--- src/rtl/ddrev_pkg.sv ---
// Package with the widths and constants of the decimal digit reverser.
`timescale 1ns / 1ps

package ddrev_pkg;

  localparam int IN_WIDTH   = 32;
  localparam int DATA_WIDTH = 32;
  localparam int RES_WIDTH  = 35;
  localparam int ACC_WIDTH  = RES_WIDTH - 1;
  localparam int BCD_DIGITS = (DATA_WIDTH * 30103 + 99999) / 100000;
  localparam int BCD_WIDTH  = 4 * BCD_DIGITS;
  localparam int CNT_WIDTH  = $clog2(DATA_WIDTH);

endpackage

--- src/rtl/decimal_digit_reverser.sv ---
// Top level of the decimal digit reverser: bit-serial BCD conversion, then digit-serial rebuild.
// A request runs through the BCD shifter over all DATA_WIDTH bits, then the multiply-by-ten
// accumulator, which takes one decimal digit of the magnitude per step (none for zero).
// A new request is taken only once the last result has moved into the output register, and a
// finished result waits in ST_DELIVER while that register is still occupied.
// The output register lets the next request in while a result still waits to be taken.
// Reset clears the state machine and the output valid flag; the datapath holds no reset.
`timescale 1ns / 1ps

module decimal_digit_reverser import ddrev_pkg::*; (
  input  logic                        clk,
  input  logic                        rst_n,
  input  logic                        in_valid,
  output logic                        in_ready,
  input  logic signed [IN_WIDTH-1:0]  in_value,
  output logic                        out_valid,
  input  logic                        out_ready,
  output logic signed [RES_WIDTH-1:0] out_reversed,
  output logic                        out_fits_word
);

  typedef enum logic [3:0] {
    ST_IDLE    = 4'b0001,
    ST_CONV    = 4'b0010,
    ST_ACCUM   = 4'b0100,
    ST_DELIVER = 4'b1000
  } state_t;

  state_t                  state_r, state_nxt;
  logic [CNT_WIDTH-1:0]    cnt_r, cnt_nxt;
  logic [DATA_WIDTH-1:0]   mag_r, mag_nxt;
  logic [BCD_WIDTH-1:0]    bcd_r, bcd_nxt;
  logic [BCD_WIDTH-1:0]    bcd_adj;
  logic [ACC_WIDTH-1:0]    acc_r, acc_nxt;
  logic                    neg_r, neg_nxt;
  logic                    out_valid_r, out_valid_nxt;
  logic [RES_WIDTH-1:0]    out_rev_r, out_rev_nxt;
  logic                    out_fits_r, out_fits_nxt;
  logic [DATA_WIDTH-1:0]   in_word;
  logic [ACC_WIDTH-1:0]    limit;
  logic                    bcd_ok;

  assign in_word   = in_value[DATA_WIDTH-1:0];
  assign limit     = ACC_WIDTH'(1) << (DATA_WIDTH - 1);
  assign in_ready  = (state_r == ST_IDLE);
  assign out_valid = out_valid_r;
  assign out_reversed  = out_rev_r;
  assign out_fits_word = out_fits_r;

  always_comb begin
    bcd_ok = 1'b1;
    for (int d = 0; d < BCD_DIGITS; d++) begin
      if (bcd_r[4*d +: 4] >= 4'd5) begin
        bcd_adj[4*d +: 4] = bcd_r[4*d +: 4] + 4'd3;
      end else begin
        bcd_adj[4*d +: 4] = bcd_r[4*d +: 4];
      end
      if (bcd_r[4*d +: 4] > 4'd9) begin
        bcd_ok = 1'b0;
      end
    end
  end

  always_comb begin
    state_nxt     = state_r;
    cnt_nxt       = cnt_r;
    mag_nxt       = mag_r;
    bcd_nxt       = bcd_r;
    acc_nxt       = acc_r;
    neg_nxt       = neg_r;
    out_valid_nxt = out_valid_r;
    out_rev_nxt   = out_rev_r;
    out_fits_nxt  = out_fits_r;

    if (out_valid_r && out_ready) begin
      out_valid_nxt = 1'b0;
    end

    case (state_r)
      ST_IDLE: begin
        if (in_valid) begin
          neg_nxt   = in_word[DATA_WIDTH-1];
          mag_nxt   = in_word[DATA_WIDTH-1] ? (~in_word + DATA_WIDTH'(1)) : in_word;
          bcd_nxt   = '0;
          acc_nxt   = '0;
          cnt_nxt   = CNT_WIDTH'(DATA_WIDTH - 1);
          state_nxt = ST_CONV;
        end
      end
      ST_CONV: begin
        bcd_nxt = {bcd_adj[BCD_WIDTH-2:0], mag_r[DATA_WIDTH-1]};
        mag_nxt = {mag_r[DATA_WIDTH-2:0], 1'b0};
        cnt_nxt = cnt_r - CNT_WIDTH'(1);
        if (cnt_r == '0) begin
          state_nxt = ST_ACCUM;
        end
      end
      ST_ACCUM: begin
        if (bcd_r == '0) begin
          state_nxt = ST_DELIVER;
        end else begin
          acc_nxt = (acc_r << 3) + (acc_r << 1) + ACC_WIDTH'(bcd_r[3:0]);
          bcd_nxt = bcd_r >> 4;
        end
      end
      ST_DELIVER: begin
        if (!out_valid_r || out_ready) begin
          out_valid_nxt = 1'b1;
          out_rev_nxt   = neg_r ? (RES_WIDTH'(0) - RES_WIDTH'(acc_r)) : RES_WIDTH'(acc_r);
          out_fits_nxt  = neg_r ? (acc_r <= limit) : (acc_r < limit);
          state_nxt     = ST_IDLE;
        end
      end
      default: begin
        state_nxt = ST_IDLE;
      end
    endcase
  end

  always_ff @(posedge clk) begin
    if (!rst_n) begin
      state_r     <= ST_IDLE;
      out_valid_r <= 1'b0;
    end else begin
      state_r     <= state_nxt;
      out_valid_r <= out_valid_nxt;
    end
  end

  always_ff @(posedge clk) begin
    cnt_r      <= cnt_nxt;
    mag_r      <= mag_nxt;
    bcd_r      <= bcd_nxt;
    acc_r      <= acc_nxt;
    neg_r      <= neg_nxt;
    out_rev_r  <= out_rev_nxt;
    out_fits_r <= out_fits_nxt;
  end

  // An accepted request always starts the binary-to-BCD conversion.
  assert property (@(posedge clk) disable iff (!rst_n)
    (in_valid && in_ready) |=> (state_r == ST_CONV))
    else $error("request accepted without starting conversion");

  // Every BCD digit stays in range while the shifter and the accumulator run.
  assert property (@(posedge clk) disable iff (!rst_n)
    (state_r == ST_CONV || state_r == ST_ACCUM) |-> bcd_ok)
    else $error("BCD digit out of range");

  // A finished result waits while the output register is still occupied.
  assert property (@(posedge clk) disable iff (!rst_n)
    (state_r == ST_DELIVER && out_valid_r && !out_ready) |=>
      (state_r == ST_DELIVER && $stable(out_rev_r)))
    else $error("result overwrote a pending output");

  // The fit flag agrees with the sign extension of the result.
  assert property (@(posedge clk) disable iff (!rst_n)
    (out_valid_r && out_fits_r) |->
      (out_rev_r[RES_WIDTH-1:DATA_WIDTH-1] == '0 ||
       out_rev_r[RES_WIDTH-1:DATA_WIDTH-1] == '1))
    else $error("fit flag set on a result outside the data width");

endmodule

--- config.mk ---
export PLATFORM = sky130hd
export DESIGN_NAME = decimal_digit_reverser
export DESIGN_NICKNAME = d
export VERILOG_FILES = /design/src/rtl/ddrev_pkg.sv /design/src/rtl/decimal_digit_reverser.sv
export SDC_FILE = /design/constraint.sdc
export NUM_CORES = 1
export LEC_CHECK = 0
export BUFFER_PORTS_ARGS = -buffer_cell sky130_fd_sc_hd__buf_2
export CAP_MARGIN = 40
export CORE_MARGIN = 4
export CORE_UTILIZATION = 45
export CTS_BUF_LIST = sky130_fd_sc_hd__clkbuf_8
export CTS_CLUSTER_DIAMETER = 200
export CTS_CLUSTER_SIZE = 40
export DETAILED_ROUTE_END_ITERATION = 7
export PLACE_DENSITY_LB_ADDON = 0.05
export SLEW_MARGIN = 20
export SYNTH_ARGS = -nofsm -noshare
export SYNTH_HDL_FRONTEND = slang
export SYNTH_SLANG_ARGS = --single-unit
--- constraint.sdc ---
create_clock -name clk -period 12.4 [get_ports clk]
set_input_delay 1.24 -clock clk [delete_from_list [all_inputs] [get_ports clk]]
set_output_delay 1.24 -clock clk [all_outputs]
set_load 0.02 [all_outputs]
Word level (Yosys, flattened, before mapping)
Index checks and enable logic that the tools add are counted.

$add $sub $neg: 15. Order comparisons: 12. Equality and inequality tests: 9. Mux-type cells: 31. Bitwise logic cells: 1. Reductions and logical operators: 14.

Operators with widths (number): case mux 40 bit (3 select lines) (1); 2-to-1 mux 34 bit (3); 2-to-1 mux 40 bit (2); case mux 34 bit (2 select lines) (1); 2-to-1 mux 32 bit (2); case mux 32 bit (2 select lines) (1); 2-to-1 mux 4 bit (13); greater-or-equal comparator 4 x 3 -> 1 bit (second input constant) (10); zero test 40 bit (1); adder 4 x 2 -> 4 bit (second input constant) (9); subtractor 1 x 34 -> 35 bit (first input constant) (1); adder 34 bit (1); adder 34 x 4 -> 34 bit (1); <= comparator 34 x 32 -> 1 bit (second input constant) (1); < comparator 34 x 32 -> 1 bit (second input constant) (1); adder 32 x 1 -> 32 bit (second input constant) (1); NOT 32 bit (1); case mux 4 bit (4 select lines) (1); != test 2 bit (second input constant) (5); case mux 5 bit (2 select lines) (1); AND reduction 2 bit (3); AND reduction 3 bit (2); zero test 5 bit (1); 2-to-1 mux 5 bit (1); other kinds (14) (18).

Bits in registers: 153. Input port bits: 36. Output and inout bits: 38. Word-level logic and storage cells: 92.

Logic depth before layout (Yosys ltp)
Gate-level depths: netlist of the first run.

Depth after elaboration: 5. Mapped depth: 10. Gate-level depth less buffers: 10.

Worst setup path after synthesis of the first run
Ideal clock, no wire load.

Path type: reg-to-reg. Start point: reg state_r[3]. End point: reg bcd_r[0], enable pin. Setup time: 0.487 ns. Arrival time: 4.038 ns. Required time: 11.913 ns. Slack: 7.875 ns. Stages on the path, launching flop included: 5. Buffers on the path: 1. Clock period less this slack: 4.525 ns. Path through: dfxtp_1 > nor4b_1 > clkbuf_1 > nor3_1 > nor3_1.

Longest elaborated chain between the ends: 3. Elaborated cells between the ends (all ways): 7. Classes of those cells: 5 x eq/ne; 2 x reduce/logical.

RTL lines: start: declaration (RTL line decimal_digit_reverser.sv:29) `state_t state_r, state_nxt;`; start signal: assignment (RTL line decimal_digit_reverser.sv:125) `state_r <= state_nxt;`; == test 4 x 3 -> 1 bit, or another cell as far along (RTL line decimal_digit_reverser.sv:79) `case (state_r)`; != test 2 bit (no line) / nonzero test 3 bit (equally long branches); AND reduction 3 bit (no line) *; end signal: assignment (RTL line decimal_digit_reverser.sv:133) `bcd_r <= bcd_nxt;`; end: declaration (RTL line decimal_digit_reverser.sv:32) `logic [BCD_WIDTH-1:0] bcd_r, bcd_nxt;`.

Mark *: on every way between the ends. The rest lies on a longest branch, timed or not. A chain may end at the register's enable or synchronous reset.

Final worst setup path of the first run
Start point: reg acc_r[0]. End point: reg acc_r[26], data pin.

Longest elaborated chain between the ends: 4.

RTL lines: start: declaration (RTL line decimal_digit_reverser.sv:34) `logic [ACC_WIDTH-1:0] acc_r, acc_nxt;`; start signal: assignment (RTL line decimal_digit_reverser.sv:134) `acc_r <= acc_nxt;`; adder 34 bit (RTL line decimal_digit_reverser.sv:102) `acc_nxt = (acc_r << 3) + (acc_r << 1) + ACC_WIDTH'(bcd_r[3:0]);`; adder 34 x 4 -> 34 bit (RTL line decimal_digit_reverser.sv:102); 2-to-1 mux 34 bit (RTL line decimal_digit_reverser.sv:99) `if (bcd_r == '0) begin`; case mux 34 bit (2 select lines) (RTL line decimal_digit_reverser.sv:79).

No other way between the ends. The select of a mux whose other input is x is not followed.

==> impl.org, run 1 <==
** Yosys
- Counting flops with a built-in enable in the synthesized netlist gives 148.
- The Yosys step of the flow raised 0 warnings.
- Each instance of the synthesized netlist takes up on average 10.1 µm².
- Yosys mapped the design onto 65 distinct sky130hd cell types.
- Total nets after synthesis :: 1,159
- Ys flop type :: sky130_fd_sc_hd__edfxtp_1
- In the synthesized netlist, the number of instances is 1,027.
- Post-synthesis register bit count :: 153
- Total standard cell area after synthesis :: 10,300 µm²
- The share of the Yosys chip area taken by registers is 0.440.
- Asr flop ratio synth :: 0

** Floorplanning
- The die covers 25,400 µm².
- Core box area :: 22,600 µm²
- 74 I/O pins were placed.
- The initial utilization of the core area, before any placement, comes to 0.457.
- The die is ~160 µm tall.
- Core Rows :: 55
- DIE WIDTH :: approximately 160 µm

** Clock network
- H-tree level count :: 4
- Clock network latency to the later pin of the worst-skew pair :: 450 ps
- The longest clock path from root to sink contains 2 buffers.
- TritonCTS created 17 clock buffers.
- Cts-stage hold buffer count :: 0
- CTS clk-pin slew, worst paths :: 90 ps
- Once the clock tree was built, the setup fixing pass inserted 0 buffers.
- TritonCTS built the clock tree.
- The number of gates resized after CTS was 0.
- Counting every sink on the clock net gives 153.
- Clock root buffer master :: sky130_fd_sc_hd__clkbuf_8

** GRT
- After global routing the overflow that remains totals 0.
- Largest net degree at the start of global routing :: 66
- Wire length of the first global-routing pass :: 37,500 µm
- Vias in the first global route :: 7,540
- Number of antenna violations at the first check in global routing :: 1
- In the global route stage, overall resource usage came out at 0.178.

** Layout
- After the flow finishes, the layout carries non-filler instances totaling 1,388.
- For this run, the share of the core covered by cells in the final layout is 0.506.
- Area growth from synthesis to final layout :: 10.6%
- Fill cells in the final layout number 2,157.
- At the end of the flow, the number of nets in the layout was 1,222.
- Of the cells placed in the final design, the portion with a size suffix greater than 1 is 0.123.
- Diodes inserted :: 0
- The finished cells cover 11,400 µm².

** Power and ir drop
- Across the VDD grid, the largest voltage drop is a little over 0.06 mV.
- In this run the static leakage power is 4.31 nW.
- For this design the ratio of total power to cell area is 128 nW/µm².

** STA
- RSZ-0062 raised after global routing :: false
- WHS :: 529 ps
- For the pin with the worst max-slew slack, the measured transition is 844 ps.
- Crit share post-route :: 0.277
- Fmax :: roughly 290 MHz
- Adding up every negative setup slack in the final design gives 0 ps.
- Remaining max-slew budget at the tightest pin :: 0.423
- Setup violations remaining at the end of the flow were counted as 0.
- Post-Route Skew :: 12.4 ps
- For the finished layout, the period the worst path requires is 3430 ps.
- The final number of max-transition violations is 0.
- Fin. Hold Viols :: 0

** Setup path
- Sort of element at the start of the critical path :: flop
- Data required time at the worst endpoint :: between 10,000 and 15,000 ps
- Critical-path top delay cell :: sky130_fd_sc_hd__fa_1
- Class of the most critical setup path :: reg -> reg
- Along the worst path, the maximum fanout reaches 5.
- For the worst setup path, the data arrival time is 3620 ps.
- Walking the worst path, the cells encountered are inv_1 > fa_1 > inv_1 > fa_1 > a21o_1 > a311o_1 > a311o_1 > a32oi_1 > a21o_1 > a21oi_1.
- STA classifies the critical path endpoint as a flop.
- On the worst path, the slowest cell contributes a delay of 510 ps.

** Routing
- In this run the remaining antenna-violating nets after routing total 0.
- DR vias/cell :: 5.53
- Final WL :: 22,500 µm
- Dividing the detail-routed wire length by the instance count gives 16.2 µm.
- DR iter-0 viols :: 434
- Number of search-and-repair iterations in the first detailed-routing pass :: 5
- Remaining DRCs :: 0
- The routed layout has 7,679 vias.

** Place
- At the end of routability-driven placement, the weighted congestion stood at around 0.8.
- After legalization and detailed placement, the total HPWL measured about 16,000 µm.
- Port bufs :: 73
- Placed Instance Area :: between 10,000 and 15,000 µm²
- The number of placed instances, taps included, is 1,356.

** Run status
- Run status :: complete, no violations

** Job
- Reported max-cap violation count :: 0

** Hold path
- Class of the most critical hold timing path :: reg -> reg
## Yosys cell counts, types with 16 or more instances
cell | number | area share
sky130_fd_sc_hd__xnor2_1 | 55 | 0.047
sky130_fd_sc_hd__o21ai_0 | 72 | 0.035
sky130_fd_sc_hd__clkbuf_1 | 32 | 0.012
sky130_fd_sc_hd__nor2_1 | 52 | 0.019
sky130_fd_sc_hd__nand2b_1 | 20 | 0.012
sky130_fd_sc_hd__edfxtp_1 | 148 | 0.43
sky130_fd_sc_hd__o31ai_1 | 20 | 0.015
sky130_fd_sc_hd__inv_1 | 38 | 0.014
sky130_fd_sc_hd__o21ai_1 | 23 | 0.011
sky130_fd_sc_hd__ha_1 | 94 | 0.11
sky130_fd_sc_hd__or3_1 | 18 | 0.011
sky130_fd_sc_hd__a21o_1 | 16 | 0.012
sky130_fd_sc_hd__nand3_1 | 17 | 0.0082
sky130_fd_sc_hd__a21oi_1 | 75 | 0.036
sky130_fd_sc_hd__nor3_1 | 23 | 0.011
sky130_fd_sc_hd__xor2_1 | 44 | 0.037
sky130_fd_sc_hd__nand2_1 | 112 | 0.041
## flip-flops by register name (all words and copies together) (netlist names)
signal,flops
bcd_r,40
out_reversed,35
acc_r,34
mag_r,32
cnt_r,5
state_r,4
neg_r,1
out_fits_word,1
out_valid,1
## logic make-up after synthesis
kind of cell    after synthesis  share of synthesized area
simple gates                316                      0.155
compound gates              282                      0.170
flops                       153                      0.440
xor+xnor                     99                     0.0840
fa+ha+maj                    96                      0.118
buf+inv                      76                     0.0276
mux                           5                    0.00485
## worst paths after layout
kind / startpoint / cells after the start / slack [ps] / to
max: acc_r[0] / 10 / 8970 / acc_r[26]
min: mag_r[7] / 2 / 530 / mag_r[8]
max reg2reg: acc_r[0] / 10 / 8970 / acc_r[26]
min reg2reg: mag_r[7] / 2 / 530 / mag_r[8]
## per-layer routing
metal	track usage	vias to the layer above	part of all wire	wire length, µm
li1	-	3928	-	-
met1	0.246	3623	0.49	11100
met2	0.290	112	0.46	10400
met3	0.0375	14	0.037	827
met4	0.0383	2	0.0082	184
met5	0	-	0.00031	7
## per-stage QoR
step                      power, mW  worst slack, ps
final                          1.46             8970
after CTS                      1.48             8950
after detailed placement       1.09             8670
after floorplan               0.989             7880
after global placement         1.09             8680
after global routing           1.56             8800
## worst max-delay path, delay by kind of cell (launching register included)
family	cells	cell delay, ps
buf+inv	2	190
compound gates	6	1580
fa+ha+maj	2	970
flops	1	430
## area by class of cell
class / instances / area [µm²] / share of cell area
Multi-Input combinational cell: 798 / 5530 / 0.484
Sequential cell: 153 / 4540 / 0.398
Timing Repair Buffer: 82 / 460 / 0.0403
Tap cell: 285 / 357 / 0.0312
Clock buffer: 17 / 234 / 0.0205
Clock inverter: 15 / 153 / 0.0134
Inverter: 38 / 143 / 0.0125
## placed cells by master, fill, tap and decap left out, drive strengths merged, types with 4 or more instances in the layout
cell type	instances
o22ai	11
nor3b	9
o21ai	95
nor2b	7
xor2	44
o31ai	22
o41ai	6
or4	10
inv	41
a21oi	75
or2	5
a31oi	4
nor2	52
or3	20
and2	10
clkbuf	17
clkinv	9
nor3	23
a211oi	5
buf	82
edfxtp	148
mux2i	5
nand4	11
a21o	16
o32ai	8
o21a	8
nor4b	6
nand2	112
xnor2	55
a21boi	5
dfxtp	5
nor4	5
ha	94
nand3	17
nand2b	20
## power breakdown
group	internal [mW]	switching [mW]	total (mW)	leakage, nW
Clock	0.179	0.203	0.382	0.194
Sequential	0.635	0.0472	0.682	1.45
Combinational	0.160	0.239	0.398	2.66
Total	0.974	0.489	1.46	4.31
(Power assumes the default switching activity.)
==> inputs of run 2 (changes only) <==
Clock period 12.4 ns to 3.1 ns, I/O delays scaled along.
==> run 2 against run 1 <==
Final area up 2.4%. Flip-flop and latch count unchanged. Count of clock-buffer cells in the layout unchanged. Core utilization up 1.2 points. Highest routed layer is now met4. Sequential share of layout area down 0.95 points.
==> impl.org, run 2 (synthesis gave the netlist of run 1 again) <==
** Run status
- Run status :: complete, no violations

** Layout
- Most common cell after layout, fill and taps aside :: sky130_fd_sc_hd__edfxtp_1
- Diodes inserted :: 0
- The finished layout holds about 1,400 standard cells, fillers aside.
- Ranked by flip-flop count, first place goes to bcd_r.
- Post-route standard cell area excluding fillers :: 11,700 µm²
- The register with the most flip-flops in the layout has 40 of them.
- Final layout net count :: roughly 1,200
- Once layout is complete, the utilization of the core stands at 0.518.
- Share of post-route cells with drive strength above 1 :: 0.153
- Fill cells in the final layout number 2,097.
- Leaving out fill and tap cells, the most frequent cells in the layout are sky130_fd_sc_hd__edfxtp_1, sky130_fd_sc_hd__nand2_1, sky130_fd_sc_hd__ha_1.
- Compared with the post-synthesis result, the final layout area differs by 13.3%.

** Clock network
- Deepest clock path buffer count :: 2
- TritonCTS built the clock tree.
- Cts-stage hold buffer count :: 0
- Total clock buffers created by CTS :: 17
- Clock sinks :: 153
- Clock root buffer master :: sky130_fd_sc_hd__clkbuf_8
- After clock tree synthesis, the clock-pin slew on the worst setup and hold paths is 80 ps.
- H-tree level count :: 4
- For the worst-skew pair, the clock arrives at the later sink with an insertion delay of 460 ps.

** Power and ir drop
- For this design the ratio of total power to cell area is approximately 530 nW/µm².
- Peak supply drop :: 0.308 mV
- For this design the static power due to leakage is 4.46 nW.

** Routing
- In this run, the number of DRC markers left after iteration 0 of detailed routing was 381.
- DR vias/cell :: 5.60
- After detailed routing, the number of remaining DRC violations is 0.
- Routed len/inst :: 16.2 µm
- Vias post-DR :: 7,885
- Number of search-and-repair iterations in the first detailed-routing pass :: 5
- The final layout contains routed wiring with a total length of approximately 23,000 µm.
- Number of nets with antenna violations after detailed routing :: 0

** Hold path
- Startpoint of the most critical hold path :: rst_n
- Hold path cells :: 2
- The worst hold path belongs to the class in -> reg.
- For hold timing, the worst endpoint is out_valid.

** Setup path
- Type of element capturing the critical path :: flop
- The number of cells on the worst reg-to-reg path is 11.
- RR Startpoint :: acc_r[0]
- For the worst setup path, the data arrival time is around 3200 ps.
- Total buffers and inverters traversed by the critical path :: 3
- Maximum net fanout on the critical path :: 4
- Class of the most critical setup path :: reg -> reg
- The worst setup path is launched from a flop.
- Grouping stages by cell kind, the critical path spends the most delay in compound AO/OA/AOI/OAI gates.
- Cell mode on critical path :: sky130_fd_sc_hd__inv_2
- Setup slack, reg-to-reg :: 100 ps
- Critical-path top delay cell :: sky130_fd_sc_hd__fa_1
- Cells traversed along the worst timing path :: inv_2 > fa_1 > inv_2 > buf_4 > ha_1 > a211o_1 > a211oi_2 > o22ai_2 > a31oi_1 > xor2_1 > nor2_1
- Max stage delay on crit path :: 540 ps
- For the worst setup path, the data required time is 3290 ps.
- Worst flop-to-flop path endpoint :: acc_r[17]

** GRT
- In the global route stage, met2 resource usage came out at 0.301.
- In the global route stage, met1 resource usage came out at 0.247.
- Largest net degree at the start of global routing :: 65
- After global routing the overflow that remains totals 0.
- Vias in the first global route :: 7,688
- The number of antenna violations at the first check in global routing was 0.
- For this run, the total global-route usage over all layers was measured as 0.182.
- Most Used Layer, Global Route :: met2
- The first global-routing pass estimated ~38,000 µm of wire.
- For met3 alone, demand over resource in global routing was 0.0280.

** Floorplanning
- Starting density of the core :: 0.457
- Measured along the y axis, the die boundary spans 159 µm.
- After floorplanning, the core was divided into 55 placement rows.
- The core region is 22,600 µm².
- I/O pin total :: 74
- From left edge to right edge, the die measures roughly 160 µm.
- The floorplan step defined a die boundary enclosing about 25,000 µm².

** STA
- Post-Route Skew :: 13.1 ps
- Pins Over Slew Limit :: 0
- The number of failing hold endpoints at the final stage is 0.
- Slew of the pin with the lowest slew margin :: 778 ps
- In the post-route analysis, the smallest setup slack over all paths is 101 ps.
- Of the available clock period, the critical path in the final layout requires 0.968.
- The worst path needs approximately 3000 ps of the cycle, external delays included.
- For this run, the top clock speed supported by timing is 333 MHz.
- Remaining max-slew budget at the tightest pin :: 0.474
- Final number of setup-violating endpoints :: 0

** Place
- Once detailed placement completed, the half-perimeter wirelength came to 16,500 µm.
- Port bufs :: 73
- Worst slack at placement :: -107 ps
- The number of placed instances, taps included, is about 1,400.
- Routability-driven placement finished with a final weighted congestion of 0.902.
- Once placement finished, the instance area stood at ~11,000 µm².

** Job
- Max-cap violations in this run came to 0.
## run 2: worst reg2reg max path, stage by stage, from the launching register on
cell and delay (ps):
sky130_fd_sc_hd__edfxtp_1 360, sky130_fd_sc_hd__inv_2 50, sky130_fd_sc_hd__fa_1 540, sky130_fd_sc_hd__inv_2 50, sky130_fd_sc_hd__buf_4 120, sky130_fd_sc_hd__ha_1 300
sky130_fd_sc_hd__a211o_1 310, sky130_fd_sc_hd__a211oi_2 360, sky130_fd_sc_hd__o22ai_2 200, sky130_fd_sc_hd__a31oi_1 240, sky130_fd_sc_hd__xor2_1 160, sky130_fd_sc_hd__nor2_1 50
## run 2: repair_timing
item | in CTS | in global routing
endpoints found under the hold margin | 0 | 0
resized for setup | 1 | 12
pin swaps | 2 | 9
setup buffers | 0 | 1
setup endpoints to repair | 6 | 17
## run 2: cell type report
type | instances | area, µm² | area share
flip-flops and latches | 153 | 4540 | 0.388
clock buffers | 17 | 234 | 0.0200
clock inverters | 13 | 204 | 0.0174
multi-input cells | 798 | 5580 | 0.477
inverters | 38 | 143 | 0.0122
well taps | 285 | 357 | 0.0305
repair buffers | 105 | 638 | 0.0546
## run 2: worst max path at each step
stage,start,endpoint,depth (start not counted)
2_1_floorplan,acc_r[0],acc_r[26],10
3_3_place_gp,bcd_r[3],acc_r[30],10
3_5_place_dp,bcd_r[3],acc_r[26],10
4_1_cts,bcd_r[3],acc_r[12],11
5_1_grt,acc_r[0],acc_r[26],10
6_report,acc_r[0],acc_r[17],11
## run 2: routing by layer
metal,share of wire,up-vias
met5,0,-
met4,0.018,0
met3,0.038,33
met2,0.46,167
met1,0.48,3696
li1,-,3989
## run 2: stage by stage
step | setup TNS, ps | total power [mW] | hold WS [ps]
4_1_cts | 0 | 6.22 | 111
2_1_floorplan | 0 | 3.95 | 409
3_5_place_dp | -381 | 4.47 | 511
5_1_grt | -37.2 | 6.56 | 122
3_3_place_gp | -63.7 | 4.45 | 504
6_report | 0 | 6.18 | 140
## run 2: report_power, final
group | total, mW | internal (mW) | leakage (nW) | switching (mW)
clock | 1.74 | 0.946 | 0.215 | 0.789
sequential | 2.72 | 2.54 | 1.45 | 0.182
combinational | 1.72 | 0.714 | 2.79 | 1.01
==> inputs of run 3 (changes only) <==
Settings changed: CORE_ASPECT_RATIO from default to 0.7.
==> run 3 against run 2 <==
Critical path depth unchanged. Core utilization rose by 0.20 points. Register-to-register slack improved by 20 ps. Sequential share of layout area decreased by 0.23 points. Wire length rose by 10%. First-iteration DRC count increased by 82%. Die area grew 0.15%. Global-route usage rose by 2.1 points. Total power fell by 1.9%. Critical endpoint is now acc_r[31]. Largest cell class unchanged. Largest power group unchanged. Highest routed layer is now met5.
==> impl.org, run 3 (synthesis gave the netlist of run 1 again) <==
** Run status
- Run status :: complete, no violations

** Layout
- Share of post-route cells with drive strength above 1 :: 0.159
- Once layout is complete, the utilization of the core stands at 0.520.
- Across the whole layout, storage elements account for 4540 µm².
- After routing the design area is about 12,000 µm².
- Final layout net count :: 1,257
- 0 antenna diodes ended up in the layout.
- Leaving out fill and tap cells, the most frequent cells in the layout are sky130_fd_sc_hd__edfxtp_1, sky130_fd_sc_hd__nand2_1, sky130_fd_sc_hd__ha_1.
- Layout Cells excl Fill :: around 1,400
- Filler Cell Count :: 2,149
- Most common cell after layout, fill and taps aside :: sky130_fd_sc_hd__edfxtp_1
- Summing all multi-input logic gate instances after layout gives 5600 µm².
- Top register by number of flip-flops :: bcd_r
- Area growth from synthesis to final layout :: 14.0%
- Flip-flop count of the largest register after layout :: 40

** GRT
- Wire length of the first global-routing pass :: 41,300 µm
- Vias in the first global route :: 7,381
- Gr ovfl total :: 0
- Largest net degree at the start of global routing :: 65
- Across every metal layer, demand over resource in global routing totals 0.203.
- The number of antenna violations at the first check in global routing is 2.

** STA
- Final critical delay including setup and external delays :: 2980 ps
- Crit share post-route :: 0.962
- WHS :: 98.0 ps
- Final number of setup-violating endpoints :: 0
- The number of failing hold endpoints at the final stage came to 0.
- The worst pin sits at a relative slew slack of 0.564.
- Slew of the pin with the lowest slew margin :: 645 ps
- The final number of max-transition violations is 0.
- RSZ-0062 raised after global routing :: false
- Fmax :: between 300 and 400 MHz
- Across the routed clock network, the largest skew measured is 12.2 ps.
- Worst-case setup margin in the final layout :: about 120 ps
- Fin Setup TNS :: 0 ps

** Routing
- Routed len/inst :: between 15 and 20 µm
- Number of nets with antenna violations after detailed routing :: 0
- DR iter-0 viols :: 695
- The first detailed-routing pass ran for 7 iterations.
- Remaining DRCs :: 0
- DR vias/cell :: 5.50
- Vias post-DR :: 7,972
- For this block, the routed nets add up to 25,200 µm of wire.

** Setup path
- Type of element capturing the critical path :: flop
- The startpoint identified for the worst register-to-register timing path is acc_r[2].
- Data on the critical path arrives at its endpoint at around 3300 ps.
- In this run the critical register-to-register path is captured at acc_r[31].
- Data required time at the worst endpoint :: approximately 3400 ps
- Sort of element at the start of the critical path :: flop
- Setup slack on the worst reg-to-reg path comes out at 120 ps.
- Total buffers and inverters traversed by the critical path :: 3
- Walking the worst path, the cells encountered are inv_2 > fa_1 > inv_2 > ha_1 > a211o_1 > a21o_1 > a21oi_1 > a2111oi_1 > buf_4 > o21a_1 > nor3_1.
- Cell mode on critical path :: sky130_fd_sc_hd__inv_2
- Critical-path top delay cell :: sky130_fd_sc_hd__fa_1
- The kind of cell with the highest combined delay along the critical path is compound AO/OA/AOI/OAI gates.
- For this run, the slowest stage of the critical path takes 550 ps.
- Maximum net fanout on the critical path :: 3
- Worst Reg-to-Reg Cells :: 11
- Class of the most critical setup path :: reg -> reg

** Hold path
- The tightest min-delay check is of the in -> reg type.
- Hold path cells :: 2
- The worst hold path terminates at out_valid.
- Startpoint of the most critical hold path :: rst_n

** Place
- The count of buffers added on input and output ports is 73.
- After legalization and detailed placement, the total HPWL measured 18,400 µm.
- Placed Instance Area :: 11,300 µm²
- Worst slack at placement :: -70.2 ps
- Final GP Congestion :: just under 0.9
- Placed cell count :: 1,416

** Floorplanning
- The die is roughly 130 µm tall.
- After floorplanning, the core was divided into 46 placement rows.
- Core box area :: about 23,000 µm²
- The die covers 25,500 µm².
- The die is 189 µm wide.
- I/O pin total :: 74
- For this configuration, the core starts out at a cell density of 0.456.

** Power and ir drop
- Power per cell area :: between 500 and 600 nW/µm²
- The analysis attributes to cell leakage a power of 4.50 nW.
- The design draws around 6.1 mW.
- The worst-case IR drop observed on VDD is slightly below 0.3 mV.
- Switching Fraction :: 0.332
- Clock Power Share :: 0.255
- Part of the total power dissipated in sequential elements :: 0.452
- Internal power contribution :: ~4 mW
- Of the total power, combinational logic draws 0.294.
- Summed over all nets, the switching power comes to just over 2 mW.

** Clock network
- Buffers inserted to repair hold after CTS numbered 0.
- H-tree level count :: 4
- Clock-pin slew was measured on the worst setup and hold paths at around 80 ps.
- The clock drives 153 sinks.
- TritonCTS built the clock tree.
- Clock network latency to the later pin of the worst-skew pair :: between 400 and 500 ps
- Deepest clock path buffer count :: 2
- The tree is rooted in a sky130_fd_sc_hd__clkbuf_8.
- TritonCTS created 17 clock buffers.

** Job
- Max-cap violations in this run came to 0.
## run 3: cell types whose count changed in the layout (fill, tap and decap cells not counted), sizes merged
cell	previous run	this run
bufinv	5	3
clkinv	3	6
buf	105	117
clkinvlp	3	2
inv	40	41
## run 3: cell type report
type,instances,area share
flip-flops and latches,153,0.386
clock inverters,14,0.0120
inverters,38,0.0121
repair buffers,117,0.0608
clock buffers,17,0.0199
multi-input cells,798,0.476
well taps,312,0.0332
## run 3: what timing repair did
action | 4_1_cts | 5_1_grt
gates cloned | 0 | 0
pin swaps | 3 | 10
setup buffers | 1 | 1
endpoints found under the setup margin | 6 | 18
gates resized for setup | 2 | 13
hold endpoints to repair | 0 | 0
## run 3: worst max-delay path by stage
stage | startpoint | to | slack (ps) | cells after the start
final | acc_r[2] | acc_r[31] | 120 | 11
after global routing | acc_r[2] | acc_r[18] | 4 | 10
after CTS | bcd_r[3] | acc_r[30] | 1 | 10
after detailed placement | bcd_r[3] | acc_r[26] | -70 | 10
after global placement | bcd_r[3] | acc_r[26] | 4 | 10
after floorplan | acc_r[0] | acc_r[26] | 80 | 10
## run 3: power by group through the flow
| stage | registers (mW) | clock network [mW] | logic [mW] |
|---|---|---|---|
| global route | 2.77 | 1.69 | 2.01 |
| global placement | 2.78 | 0 | 1.72 |
| floorplan | 2.71 | 0 | 1.24 |
| detailed placement | 2.78 | 0 | 1.74 |
| finish | 2.74 | 1.54 | 1.78 |
| CTS | 2.74 | 1.59 | 1.75 |
## run 3: routing by layer
metal  vias up  part of all wire  track usage
li1       4005                 -            -
met1      3748              0.55        0.340
met2       196              0.38        0.263
met3        19             0.057       0.0442
met4         4            0.0080       0.0413
met5         -           0.00087            0
